==> config.mk <==
export PLATFORM = sky130hd
export DESIGN_NAME = mml_command_event_decoder_flat
export DESIGN_NICKNAME = d
export VERILOG_FILES = /design/src/hdl/mmlced_pkg.sv /design/src/hdl/mmlced_if.sv /design/src/hdl/mml_command_event_decoder.sv /design/src/flat_wrapper.sv
export SDC_FILE = /design/constraint.sdc
export NUM_CORES = 1
export LEC_CHECK = 0
export ABC_AREA = 0
export BUFFER_PORTS_ARGS = -buffer_cell sky130_fd_sc_hd__buf_4
export CAP_MARGIN = 20
export CORE_ASPECT_RATIO = 1.1
export CORE_MARGIN = 2
export CORE_UTILIZATION = 50
export CTS_BUF_LIST = sky130_fd_sc_hd__clkbuf_4
export DETAILED_ROUTE_END_ITERATION = 10
export GPL_ROUTABILITY_DRIVEN = 0
export MAX_ROUTING_LAYER = met4
export PLACE_DENSITY = 0.73
export RECOVER_POWER = 50
export SYNTH_ARGS = -nofsm -noshare
export SYNTH_HDL_FRONTEND = slang
export SYNTH_SLANG_ARGS = --single-unit
==> constraint.sdc <==
create_clock -name clk -period 9.7 [get_ports clk]
set_input_delay 1.94 -clock clk [delete_from_list [all_inputs] [get_ports clk]]
set_output_delay 1.94 -clock clk [all_outputs]
set_load 0.01 [all_outputs]
==> src/hdl/mmlced_pkg.sv <==
// Types and constants of the music command event decoder.
// No dependencies; used by the top level and the checker.
`timescale 1ns / 1ps
`default_nettype none
package mmlced_pkg;

	localparam int TIME_BITS_DEF = 32;

	typedef enum logic [2:0] {
		PH_OPCODE,
		PH_PARAM,
		PH_NOTE_TONE,
		PH_NOTE_ON,
		PH_NOTE_OFF
	} phase_t;

	localparam logic [7:0] OP_NOTE_OFF  = 8'h80;
	localparam logic [7:0] OP_NOTE_ON   = 8'h90;
	localparam logic [7:0] OP_NOTE_TONE = 8'h97;
	localparam logic [7:0] OP_TEMPO     = 8'hF4;
	localparam logic [7:0] OP_TONE      = 8'hF5;
	localparam logic [7:0] OP_VOLUME_A  = 8'hF8;
	localparam logic [7:0] OP_VOLUME_B  = 8'hF9;

	localparam logic [3:0] KIND_OFF    = 4'd0;
	localparam logic [3:0] KIND_TEMPO  = 4'd1;
	localparam logic [3:0] KIND_TONE   = 4'd2;
	localparam logic [3:0] KIND_VOLUME = 4'd3;
	localparam logic [3:0] KIND_ON     = 4'd9;

endpackage
`default_nettype wire

==> src/hdl/mmlced_if.sv <==
// Handshake channels of the decoder: command bytes in, events out.
// No dependencies.
`timescale 1ns / 1ps
`default_nettype none
interface mmlced_cmd_if;
	logic       valid;
	logic       ready;
	logic [7:0] cmd_byte;
	logic [3:0] channel;
	logic       channel_start;

	modport source(output valid, cmd_byte, channel, channel_start, input ready);
	modport sink(input valid, cmd_byte, channel, channel_start, output ready);
endinterface

interface mmlced_evt_if;
	logic        valid;
	logic        ready;
	logic [7:0]  event_code;
	logic [7:0]  param;
	logic [31:0] event_time;
	logic [3:0]  kind;
	logic [3:0]  event_channel;
	logic [31:0] sequence_res;
	logic        bad_opcode;

	modport source(output valid, event_code, param, event_time, kind, event_channel,
		sequence_res, bad_opcode, input ready);
	modport sink(input valid, event_code, param, event_time, kind, event_channel,
		sequence_res, bad_opcode, output ready);
endinterface
`default_nettype wire

==> src/hdl/mml_command_event_decoder.sv <==
// Top level of the music command event decoder.
// Depends on mmlced_pkg and the channel interfaces in mmlced_if.sv.
//
// Takes one command byte per cycle, except while a byte with an event waits
// on a full event register, and decodes it against the channel's parse phase,
// emitting at most one timestamped event per byte. A byte is captured in an
// input register and decoded there; as it advances it updates phase, time and
// the sequence count and loads the event register. Throughput is one byte per
// clock under that condition, set by the single decode stage. Bytes that
// produce no event pass through without using the event register, so they
// move on even while an event waits downstream.
// Tick time saturates at 2**TIME_BITS - 1 and its low 32 bits are reported.
// Unknown opcode bytes are skipped and reported with bad_opcode set; they do
// not consume a sequence number.
`timescale 1ns / 1ps
`default_nettype none
module mml_command_event_decoder #(
	parameter int TIME_BITS = mmlced_pkg::TIME_BITS_DEF
) (
	input  wire           clk,
	input  wire           arst_n,
	mmlced_cmd_if.sink    cmd,
	mmlced_evt_if.source  evt
);
	import mmlced_pkg::*;

	// Input register.
	logic       valid_s1;
	logic [7:0] byte_s1;
	logic [3:0] ch_s1;
	logic       start_s1;

	// Decoder state.
	phase_t                 phase_q;
	logic [7:0]             pend_q;
	logic [TIME_BITS-1:0]   time_q;
	logic [31:0]            count_q;

	// Event register.
	logic        valid_s2;
	logic [7:0]  code_s2;
	logic [7:0]  param_s2;
	logic [31:0] time_s2;
	logic [3:0]  kind_s2;
	logic [3:0]  ch_s2;
	logic [31:0] seq_s2;
	logic        bad_s2;

	// Decode.
	phase_t               phase_b;
	logic [7:0]           pend_b;
	logic [TIME_BITS-1:0] time_b;
	logic [TIME_BITS:0]   time_sum;
	logic [TIME_BITS-1:0] time_adv;
	phase_t               phase_nx;
	logic [7:0]           pend_nx;
	logic [TIME_BITS-1:0] time_nx;
	logic [63:0]          time_ext;
	logic                 has_res;
	logic                 bad;
	logic [7:0]           code;
	logic [7:0]           prm;
	logic [3:0]           kind;
	logic                 adv_s1;

	// A channel start abandons any partial command and restarts time.
	assign phase_b  = start_s1 ? PH_OPCODE : phase_q;
	assign pend_b   = start_s1 ? 8'h00 : pend_q;
	assign time_b   = start_s1 ? '0 : time_q;
	assign time_sum = {1'b0, time_b} + (TIME_BITS+1)'(byte_s1);
	assign time_adv = time_sum[TIME_BITS] ? '1 : time_sum[TIME_BITS-1:0];

	always_comb begin
		phase_nx = phase_b;
		pend_nx  = pend_b;
		time_nx  = time_b;
		has_res  = 1'b0;
		bad      = 1'b0;
		code     = byte_s1;
		prm      = 8'h00;
		kind     = KIND_OFF;
		case (phase_b)
			PH_OPCODE: begin
				case (byte_s1)
					OP_NOTE_OFF: begin
						pend_nx  = byte_s1;
						phase_nx = PH_PARAM;
						has_res  = 1'b1;
						code     = OP_NOTE_OFF;
						kind     = KIND_OFF;
					end
					OP_TEMPO, OP_TONE, OP_VOLUME_A, OP_VOLUME_B: begin
						pend_nx  = byte_s1;
						phase_nx = PH_PARAM;
					end
					OP_NOTE_ON: begin
						pend_nx  = byte_s1;
						phase_nx = PH_NOTE_TONE;
						has_res  = 1'b1;
						code     = OP_NOTE_ON;
						kind     = KIND_ON;
					end
					default: begin
						has_res = 1'b1;
						bad     = 1'b1;
					end
				endcase
			end
			PH_PARAM: begin
				phase_nx = PH_OPCODE;
				if (pend_b == OP_NOTE_OFF) begin
					time_nx = time_adv;
				end else begin
					has_res = 1'b1;
					code    = pend_b;
					prm     = byte_s1;
					if (pend_b == OP_TEMPO) begin
						kind = KIND_TEMPO;
					end else if (pend_b == OP_TONE) begin
						kind = KIND_TONE;
					end else begin
						kind = KIND_VOLUME;
					end
				end
			end
			PH_NOTE_TONE: begin
				phase_nx = PH_NOTE_ON;
				has_res  = 1'b1;
				code     = OP_NOTE_TONE;
				prm      = byte_s1;
				kind     = KIND_TONE;
			end
			PH_NOTE_ON: begin
				// The off event is stamped at the end of the on-length.
				phase_nx = PH_NOTE_OFF;
				time_nx  = time_adv;
				has_res  = 1'b1;
				code     = OP_NOTE_OFF;
				kind     = KIND_OFF;
			end
			PH_NOTE_OFF: begin
				phase_nx = PH_OPCODE;
				time_nx  = time_adv;
			end
			default: begin
				phase_nx = PH_OPCODE;
			end
		endcase
	end

	assign time_ext = 64'(time_nx);

	// A byte without an event never waits on the event register.
	assign adv_s1    = valid_s1 && (!has_res || !valid_s2 || evt.ready);
	assign cmd.ready = !valid_s1 || adv_s1;

	always_ff @(posedge clk or negedge arst_n) begin
		if (!arst_n) begin
			valid_s1 <= 1'b0;
		end else if (cmd.ready) begin
			valid_s1 <= cmd.valid;
		end
	end

	always_ff @(posedge clk) begin
		if (cmd.valid && cmd.ready) begin
			byte_s1  <= cmd.cmd_byte;
			ch_s1    <= cmd.channel;
			start_s1 <= cmd.channel_start;
		end
	end

	always_ff @(posedge clk or negedge arst_n) begin
		if (!arst_n) begin
			phase_q <= PH_OPCODE;
			pend_q  <= 8'h00;
			time_q  <= '0;
			count_q <= 32'd0;
		end else if (adv_s1) begin
			phase_q <= phase_nx;
			pend_q  <= pend_nx;
			time_q  <= time_nx;
			if (has_res && !bad) begin
				count_q <= count_q + 32'd1;
			end
		end
	end

	always_ff @(posedge clk or negedge arst_n) begin
		if (!arst_n) begin
			valid_s2 <= 1'b0;
		end else if (adv_s1 && has_res) begin
			valid_s2 <= 1'b1;
		end else if (evt.ready) begin
			valid_s2 <= 1'b0;
		end
	end

	always_ff @(posedge clk) begin
		if (adv_s1 && has_res) begin
			code_s2  <= code;
			param_s2 <= prm;
			time_s2  <= time_ext[31:0];
			kind_s2  <= kind;
			ch_s2    <= ch_s1;
			seq_s2   <= count_q;
			bad_s2   <= bad;
		end
	end

	assign evt.valid         = valid_s2;
	assign evt.event_code    = code_s2;
	assign evt.param         = param_s2;
	assign evt.event_time    = time_s2;
	assign evt.kind          = kind_s2;
	assign evt.event_channel = ch_s2;
	assign evt.sequence_res  = seq_s2;
	assign evt.bad_opcode    = bad_s2;

endmodule
`default_nettype wire

==> src/flat_wrapper.sv <==
// flat-port wrapper written by rule: the top's interface ports become plain ports
module mml_command_event_decoder_flat import mmlced_pkg::*;
#(
	parameter int TIME_BITS = mmlced_pkg::TIME_BITS_DEF
)
  (clk, arst_n, cmd_valid, cmd_cmd_byte, cmd_channel, cmd_channel_start, cmd_ready, evt_valid, evt_event_code, evt_param, evt_event_time, evt_kind, evt_event_channel, evt_sequence_res, evt_bad_opcode, evt_ready);
  mmlced_cmd_if cmd_i ();
  mmlced_evt_if evt_i ();
  input  wire clk;
  input  wire arst_n;
  input wire logic [$bits(cmd_i.valid)-1:0] cmd_valid;
  input wire logic [$bits(cmd_i.cmd_byte)-1:0] cmd_cmd_byte;
  input wire logic [$bits(cmd_i.channel)-1:0] cmd_channel;
  input wire logic [$bits(cmd_i.channel_start)-1:0] cmd_channel_start;
  output wire logic [$bits(cmd_i.ready)-1:0] cmd_ready;
  output wire logic [$bits(evt_i.valid)-1:0] evt_valid;
  output wire logic [$bits(evt_i.event_code)-1:0] evt_event_code;
  output wire logic [$bits(evt_i.param)-1:0] evt_param;
  output wire logic [$bits(evt_i.event_time)-1:0] evt_event_time;
  output wire logic [$bits(evt_i.kind)-1:0] evt_kind;
  output wire logic [$bits(evt_i.event_channel)-1:0] evt_event_channel;
  output wire logic [$bits(evt_i.sequence_res)-1:0] evt_sequence_res;
  output wire logic [$bits(evt_i.bad_opcode)-1:0] evt_bad_opcode;
  input wire logic [$bits(evt_i.ready)-1:0] evt_ready;
  assign cmd_i.valid = cmd_valid;
  assign cmd_i.cmd_byte = cmd_cmd_byte;
  assign cmd_i.channel = cmd_channel;
  assign cmd_i.channel_start = cmd_channel_start;
  assign cmd_ready = cmd_i.ready;
  assign evt_valid = evt_i.valid;
  assign evt_event_code = evt_i.event_code;
  assign evt_param = evt_i.param;
  assign evt_event_time = evt_i.event_time;
  assign evt_kind = evt_i.kind;
  assign evt_event_channel = evt_i.event_channel;
  assign evt_sequence_res = evt_i.sequence_res;
  assign evt_bad_opcode = evt_i.bad_opcode;
  assign evt_i.ready = evt_ready;
  mml_command_event_decoder #(.TIME_BITS(TIME_BITS)) u_core (.clk(clk), .arst_n(arst_n), .cmd(cmd_i), .evt(evt_i));
endmodule
Yosys cells after proc, flatten, opt, wreduce, memory -nomap -nowiden. Cells that the tools add are included.

Register bits: 179. Bits of input ports: 17. Output and inout port bits: 91. Logic and storage cells: 77.

Add/subtract/negate cells: 2. Equality and inequality tests: 13. Multiplexer cells: 27. Reductions and logical operators: 19.

Operators by type and width (count): $mux 32 (3); $eq 8x8->1 const B (9); $pmux 32 s2 (1); $mux 8 (5); $add 32x8->33 (1); $add 32x1->32 const B (1); $pmux 8 s2 (2); $pmux 8 s4 (1); $mux 4 (3); $pmux 4 s3 (1); $pmux 3 s3 (1); $mux 1 (7); $eq 3x2->1 const B (2); $pmux 3 s2 (1); $reduce_or 6->1 (1); $reduce_or 5->1 (1); $logic_and 1x1->1 (4); $logic_not 1->1 (4); $reduce_or 2->1 (2); $reduce_or 4->1 (1); $eq 3x1->1 const B (1); $eq 3x3->1 const B (1); $logic_not 3->1 (1); $logic_or 1x1->1 (3); other kinds (4) (4).

Depth between registers and ports, before layout. Gate-level depths: netlist of the first run.

Depth after elaboration: 10. Mapped depth: 17.

Least setup slack after synthesis of the first run. OpenSTA, ideal clock, no wires.

Path type: input-to-reg. Start point: input evt_ready. End point: register u_core.valid_s2 (netlist: u_core.evt.valid). Data arrival time: 8.937 ns. Slack: 0.661 ns. Cell stages on the path: 5. Buffers on the path: 1. Path through: nand2b_1 -> o31ai_2 -> buf_2 -> nor3_1 -> or2_2.

Word-level cells in the longest chain between the ends: 4. Elaborated cells on any way between the ends: 5.

RTL lines: start, declared (line flat_wrapper.sv:24) `input wire logic [$bits(evt_i.ready)-1:0] evt_ready;`; $logic_or 1x1->1 (line mml_command_event_decoder.sv:154) `assign adv_s1 = valid_s1 && (!has_res || !valid_s2 || evt.ready);`; $logic_and 1x1->1 (line mml_command_event_decoder.sv:154); $logic_and 1x1->1 (line mml_command_event_decoder.sv:192) `end else if (adv_s1 && has_res) begin`; $mux 1 or $reduce_bool 2->1 (tied branches); end signal, assigned (line mml_command_event_decoder.sv:191) `valid_s2 <= 1'b0;`; end signal, assigned (line mml_command_event_decoder.sv:193) `valid_s2 <= 1'b1;`; end signal, assigned (line mml_command_event_decoder.sv:195) `valid_s2 <= 1'b0;`; end, declared (line mml_command_event_decoder.sv:40) `logic valid_s2;`.

Parallel ways exist; a longest one is shown, timed or not. A chain may end at the register's enable or synchronous reset.

Final worst setup path of the first run.
Start point: register u_core.start_s1. End point: register u_core.time_q[6].

Elaborated cells on any way between the ends: 21.

RTL lines: start, declared (line mml_command_event_decoder.sv:31) `logic start_s1;`; start signal, assigned (line mml_command_event_decoder.sv:169) `start_s1 <= cmd.channel_start;`; $mux 32 (line mml_command_event_decoder.sv:69) `assign time_b = start_s1 ? '0 : time_q;`; $add 32x8->33 (line mml_command_event_decoder.sv:70) `assign time_sum = {1'b0, time_b} + (TIME_BITS+1)'(byte_s1);`; $mux 32 (line mml_command_event_decoder.sv:71) `assign time_adv = time_sum[TIME_BITS] ? '1 : time_sum[TIME_BITS-1:0];`; $mux 32 (line mml_command_event_decoder.sv:111) `if (pend_b == OP_NOTE_OFF) begin`; $pmux 32 s2 * (line mml_command_event_decoder.sv:82) `case (phase_b)`; via u_core.time_nx[6] (line mml_command_event_decoder.sv:57) `logic [TIME_BITS-1:0] time_nx;`; end signal, assigned (line mml_command_event_decoder.sv:182) `time_q <= time_nx;`; end, declared (line mml_command_event_decoder.sv:36) `logic [TIME_BITS-1:0] time_q;`.

Mark *: on every way through the listed nets, which the timed path passes. The rest lies on a longest branch.

==> qor.yml, run 1 <==
clock_network:
  cts_setup_buffers: 0
  clk_path_buf_depth: 2
  hold_buffers: 0
  cts_tree: "yes"
  cts_buffers: 17
  clk_latency_ns: 0.59
  cts_resized: 0
  cts_max_level: 4
  cts_root_buffer: "clkbuf_4"
  clkSlewWorstSetupHoldPaths_ns: 0.16
  cts.sinks: 178
drt:
  via_count: 6636
  drc: 0
  ant_nets: 0
  via_per_inst: 5.84
  drt-initial-drc-count: 619
  avgRoutedWirePerCell_um: 17.9
  wl_um: 20300
  dr.pass1.iters: 5
timing:
  fmax_ghz: 0.150
  rsz0062_at_grt: "false"
  maxSlewViolCount: 155
  maxSlewHeadroom_pct: -118
  whs_ns: 0.446
  period_share_pct: 68.7
  skew_ns: 0.0215
  hold_viol_final: 0
  setup-violations-final: 0
  tns_ns: 0
  fin_crit_ns: 6.67
  max_slew.worst_pin.slew_ns: 3.27
die:
  dieArea_mm2: 0.0186
  io_pins: 108
  start_util_pct: 51.4
  fp.dieW_um: 130
  die_h_um: 143
  rows: 50
  core_area_mm2: 0.0171
power_and_ir_drop:
  pwr-share-seq_pct: 57.9
  intPower_uw: 1120
  power_frac_comb_pct: 11.0
  leakage_uw: 0.00386
  total_power_uw: 1550
  power_density_mw_per_mm2: 157
  p_switching_uw: 433
  vdd_drop_max_mv: 0.0830
  power.share.clock_pct: 31.1
  swShare_pct: 27.9
grt:
  grt_antenna_before_repair: 1
  grt_max_degree: 78
  grt_remaining_overflow: 0
  grt_pass1_vias: 6206
  grt_pass1_wl_um: 31800
  grt_use_total_pct: 22.8
placement:
  placed_cell_area_mm2: 0.00976
  dp_hpwl_um: 13400
  port-buffer-count: 106
synthesis:
  synth.cell_area_mm2: 0.00878
  syn_nets: 815
  seq_area_frac_synth_pct: 56.5
  ys_warn_count: 0
  synth_edf_count: 101
  yosys.cell_types.count: 86
  syn_inst: 793
  synth_ff_type: "edfxtp_1"
  ys_seq_elements: 178
  syn_area_per_cell_um2: 11.1
  synthArstFlopShare_pct: 43.3
run_status:
  status: "finished, violations left"
  violations: "capacitance limit, slew limit"
critical_path:
  end_kind: "register"
  start_kind: "register"
  cp_max_fo: 66
  worstSetupPathType: "register to register"
  worstPathArrival_ns: 7.15
  crit_required_ns: 10.19
final_layout:
  drive_gt1_share_pct: 14.4
  syn2layout_area_growth_pct: 12.8
  design_area_mm2: 0.00990
  num-nets-final: 911
  final_common_cell: "edfxtp_1"
  mostFrequentLayoutCells: "101 x edfxtp_1, 91 x nand2_1, 77 x dfrtp_1"
hold_path:
  hold_path_class: "register to register"
run:
  maxCapViolCount: 3
[power by group through the flow]
stage | sequential (uW) | clock (uW) | combinational, uW
floorplan | 934 | 0 | 79.9
global placement | 916 | 0 | 187
detailed placement | 916 | 0 | 190
CTS | 900 | 492 | 191
global route | 906 | 520 | 188
finish | 899 | 482 | 171
[worst max-delay path: stages, from the launching register on]
cell	delay, ns
edfxtp_1	0.35
clkbuf_1	2.09
clkinv_1	1.56
a32o_1	0.53
o21ai_1	0.31
o31ai_4	0.17
nand2_1	0.49
nand2_1	0.48
o22a_1	0.31
mux2_2	0.26
[registers in the layout, indices dropped and copies added, names as in the netlist, 3 cells and up]
name,count
u_core.evt.kind,3
u_core.time_q,32
u_core.count_q,32
u_core.byte_s1,8
u_core.pend_q,8
u_core.evt.event_code,8
u_core.phase_q,3
u_core.evt.sequence_res,32
u_core.evt.event_channel,4
u_core.ch_s1,4
u_core.evt.param,8
u_core.evt.event_time,32
[per-layer routing]
metal	GRT usage, %	routed length (um)	up-vias
met4	8.43	392	0
met3	3.86	1270	38
li1	-	-	3131
met2	35.5	9750	244
met5	-	0	-
met1	30.2	8900	3223
[synth_stat cells (8+ instances only)]
library cell / n / area [um^2]
and3_1: 12 / 75.1
dfrtp_1: 77 / 1930
xnor2_1: 29 / 254
nor4_1: 8 / 50.1
nand3_1: 39 / 195
xor2_1: 14 / 123
clkbuf_1: 15 / 56.3
nor2b_1: 29 / 181
nand2_1: 91 / 342
nand4_1: 18 / 113
edfxtp_1: 101 / 3030
a31oi_1: 9 / 56.3
a21oi_1: 30 / 150
o21ai_0: 38 / 190
o211ai_1: 8 / 60.1
inv_1: 17 / 63.8
and2_1: 9 / 56.3
buf_2: 16 / 80.1
nor3_1: 21 / 105
nor2_1: 51 / 191
[cells by family after synthesis]
kind of cell / share of synthesized area (%)
adder cells (fa/ha/maj): 0.941
multiplexers: 1.07
AO/OA/AOI/OAI: 13.9
AND/OR/NAND/NOR: 20.2
XOR/XNOR: 4.29
flip-flops: 56.5
buffers and inverters: 3.05
other: 0.0427
[cell type report]
class / count / area, um^2
multi-input cells: 558 / 3550
repair buffers: 116 / 679
well taps: 234 / 293
inverters: 18 / 67.6
clock buffers: 17 / 128
diodes: 1 / 2.50
flip-flops and latches: 178 / 4960
clock inverters: 15 / 215
fillers: 1468 / 7180
[metrics by stage]
step                      setup WS [ns]  utilization [%]  std cells
final                              3.03             58.0       1137
after global routing               2.64             58.0       1137
after CTS                          4.78             59.2       1135
after detailed placement           5.01             57.2       1103
after global placement             5.05             57.2       1103
after floorplan                   0.661                -        793
[final timing paths]
| check | startpoint | endpoint | slack (ns) | cells after the start |
|---|---|---|---|---|
| setup / recovery | u_core.start_s1 | u_core.time_q[6] | 3.03 | 9 |
| hold reg to reg | u_core.ch_s1[1] | u_core.evt.event_channel[1] | 0.45 | 0 |
| min in group asynchronous | arst_n | u_core.time_q[19] | 1.54 | 1 |
| max in group asynchronous | arst_n | u_core.time_q[5] | 4.47 | 2 |
| hold / removal | u_core.ch_s1[1] | u_core.evt.event_channel[1] | 0.45 | 0 |
| setup reg to reg | u_core.start_s1 | u_core.time_q[6] | 3.03 | 9 |
Power figures use the tool's default switching activity.
==> inputs of run 2 (changes only) <==
==> constraint.sdc (replaced) <==
create_clock -name clk -period 6.78 [get_ports clk]
set_input_delay 1.356 -clock clk [delete_from_list [all_inputs] [get_ports clk]]
set_output_delay 1.356 -clock clk [all_outputs]
set_load 0.01 [all_outputs]
==> run 2 against run 1 <==
Net effect:
- the flow still finishes with violations (capacitance limit, slew limit)
- utilization shrank 1.3 points
- total power grew 36%
- clock skew grew 0.0078 ns
- count of clock-buffer cells in the layout is the same
- die area is the same
- combinational power grew 30%
- final cell count grew 0.18%
- register-to-register slack lost 0.90 ns
- highest routed layer unchanged
==> qor.yml, run 2 (same netlist as run 1, synthesis figures left out) <==
run_status:
  status: "finished, violations left"
  violations: "capacitance limit, slew limit"
clock_network:
  cts_buffers: 17
  clk_path_buf_depth: 2
  clkSlewWorstSetupHoldPaths_ns: 0.16
  cts_resized: 0
  cts.sinks: 178
  cts_root_buffer: "clkbuf_4"
  cts_max_level: 4
  cts_setup_buffers: 0
  hold_buffers: 0
  cts_tree: "yes"
  clk_latency_ns: 0.61
drt:
  via_count: 6765
  avgRoutedWirePerCell_um: 18.4
  ant_nets: 0
  drc: 0
  wl_met1_um: 9110
  drt-initial-drc-count: 825
  met3_length_um: 1630
  wl_um: 21000
  dr.pass1.iters: 6
  wl_met2_um: 9830
  via_per_inst: 5.94
  top_layer: "met4"
power_and_ir_drop:
  leakage_uw: 0.00368
  vdd_drop_max_mv: 0.107
  power_density_mw_per_mm2: 218
placement:
  dp.cells: 1105
  place_ws_ns: 2.49
  port-buffer-count: 106
  dp_hpwl_um: 14000
critical_path:
  worstReg2RegEnd: "u_core.time_q[6]"
  reg2reg_from: "u_core.start_s1"
  end_kind: "output pin"
  r2r_slack_ns: 2.13
  worstPathArrival_ns: 3.87
  worst_r2r_path_depth: 11
  start_kind: "register"
  crit_required_ns: 5.42
  cp_max_fo: 31
  worstSetupPathType: "register to output pin"
run:
  maxCapViolCount: 2
hold_path:
  hold_end: "u_core.evt.event_channel[2]"
  hold_depth: 0
  hold_path_class: "register to register"
  min-delay-start: "u_core.ch_s1[2]"
timing:
  hold_viol_final: 0
  period_share_pct: 77.1
  finalWorstSetupSlack_ns: 1.55
  rsz0062_at_grt: "false"
  skew_ns: 0.0294
  maxSlewHeadroom_pct: -83.8
  max_slew.worst_pin.slew_ns: 2.76
  fin_crit_ns: 5.23
  setup-violations-final: 0
  fmax_ghz: 0.191
  maxSlewViolCount: 80
  tns_ns: 0
die:
  dieArea_mm2: 0.0186
  fp.dieW_um: 130
  rows: 50
  start_util_pct: 51.4
  core_area_mm2: 0.0171
  die_h_um: 143
  io_pins: 108
final_layout:
  syn2layout_area_growth_pct: 10.3
  mostFrequentLayoutCells: "101 x edfxtp_1, 92 x clkbuf_1, 91 x nand2_1"
  drive_gt1_share_pct: 9.96
  num-nets-final: 913
  final_common_cell: "edfxtp_1"
  final_cell_count_no_fill: 1139
grt:
  grt_pass1_wl_um: 33500
  grt_max_degree: 78
  grt_pass1_vias: 6378
  grt_use_total_pct: 24.1
  grt_remaining_overflow: 0
  grt_antenna_before_repair: 1
[run 2: worst max-delay path: stages, from the launching register on]
cell and delay (ns):
edfxtp_1 0.81, or4b_2 0.80, a31oi_1 0.68, nor3_1 0.34, nor3_1 0.35, inv_1 0.12, buf_4 0.16
[run 2: layout make-up]
type                       instances  area [um^2]
antenna                            1         2.50
tap                              234          293
clock buffer                      17          128
clock inverter                    15          145
multi-input combinational        558         3550
sequential                       178         4960
inverter                          18         67.6
timing repair buffer             118          541
fill                            1545         7400
[run 2: power by group]
group | internal (uW) | leakage [uW] | switching, uW
registers | 1240 | 0.00205 | 53.1
clock network | 194 | 0.000147 | 406
logic | 67.3 | 0.00148 | 155
total | 1500 | 0.00368 | 614
[run 2: routing by layer]
metal  global-route usage [%]  vias up
met2                     36.6      322
met5                        -        -
met3                     4.61       43
met1                     32.6     3254
met4                     8.09        0
li1                         -     3146
[run 2: worst max path at each step]
stage / from / slack, ns / endpoint
after detailed placement: u_core.start_s1 / 2.49 / u_core.time_q[6]
after floorplan: evt_ready / 1.14 / u_core.evt.bad_opcode
final: u_core.start_s1 / 1.55 / cmd_ready
after global placement: u_core.start_s1 / 2.64 / u_core.time_q[6]
after CTS: u_core.start_s1 / 2.24 / cmd_ready
after global routing: u_core.start_s1 / 1.26 / cmd_ready
[run 2: per-stage QoR]
step | hold slack [ns] | total power (uW) | area, um^2 | utilization, %
floorplan | 0.400 | 1440 | 8780 | -
global placement | 0.401 | 1580 | 9780 | 57.3
detailed placement | 0.406 | 1590 | 9780 | 57.3
CTS | 0.444 | 2180 | 10100 | 58.9
global route | 0.446 | 2210 | 9680 | 56.7
finish | 0.440 | 2110 | 9680 | 56.7
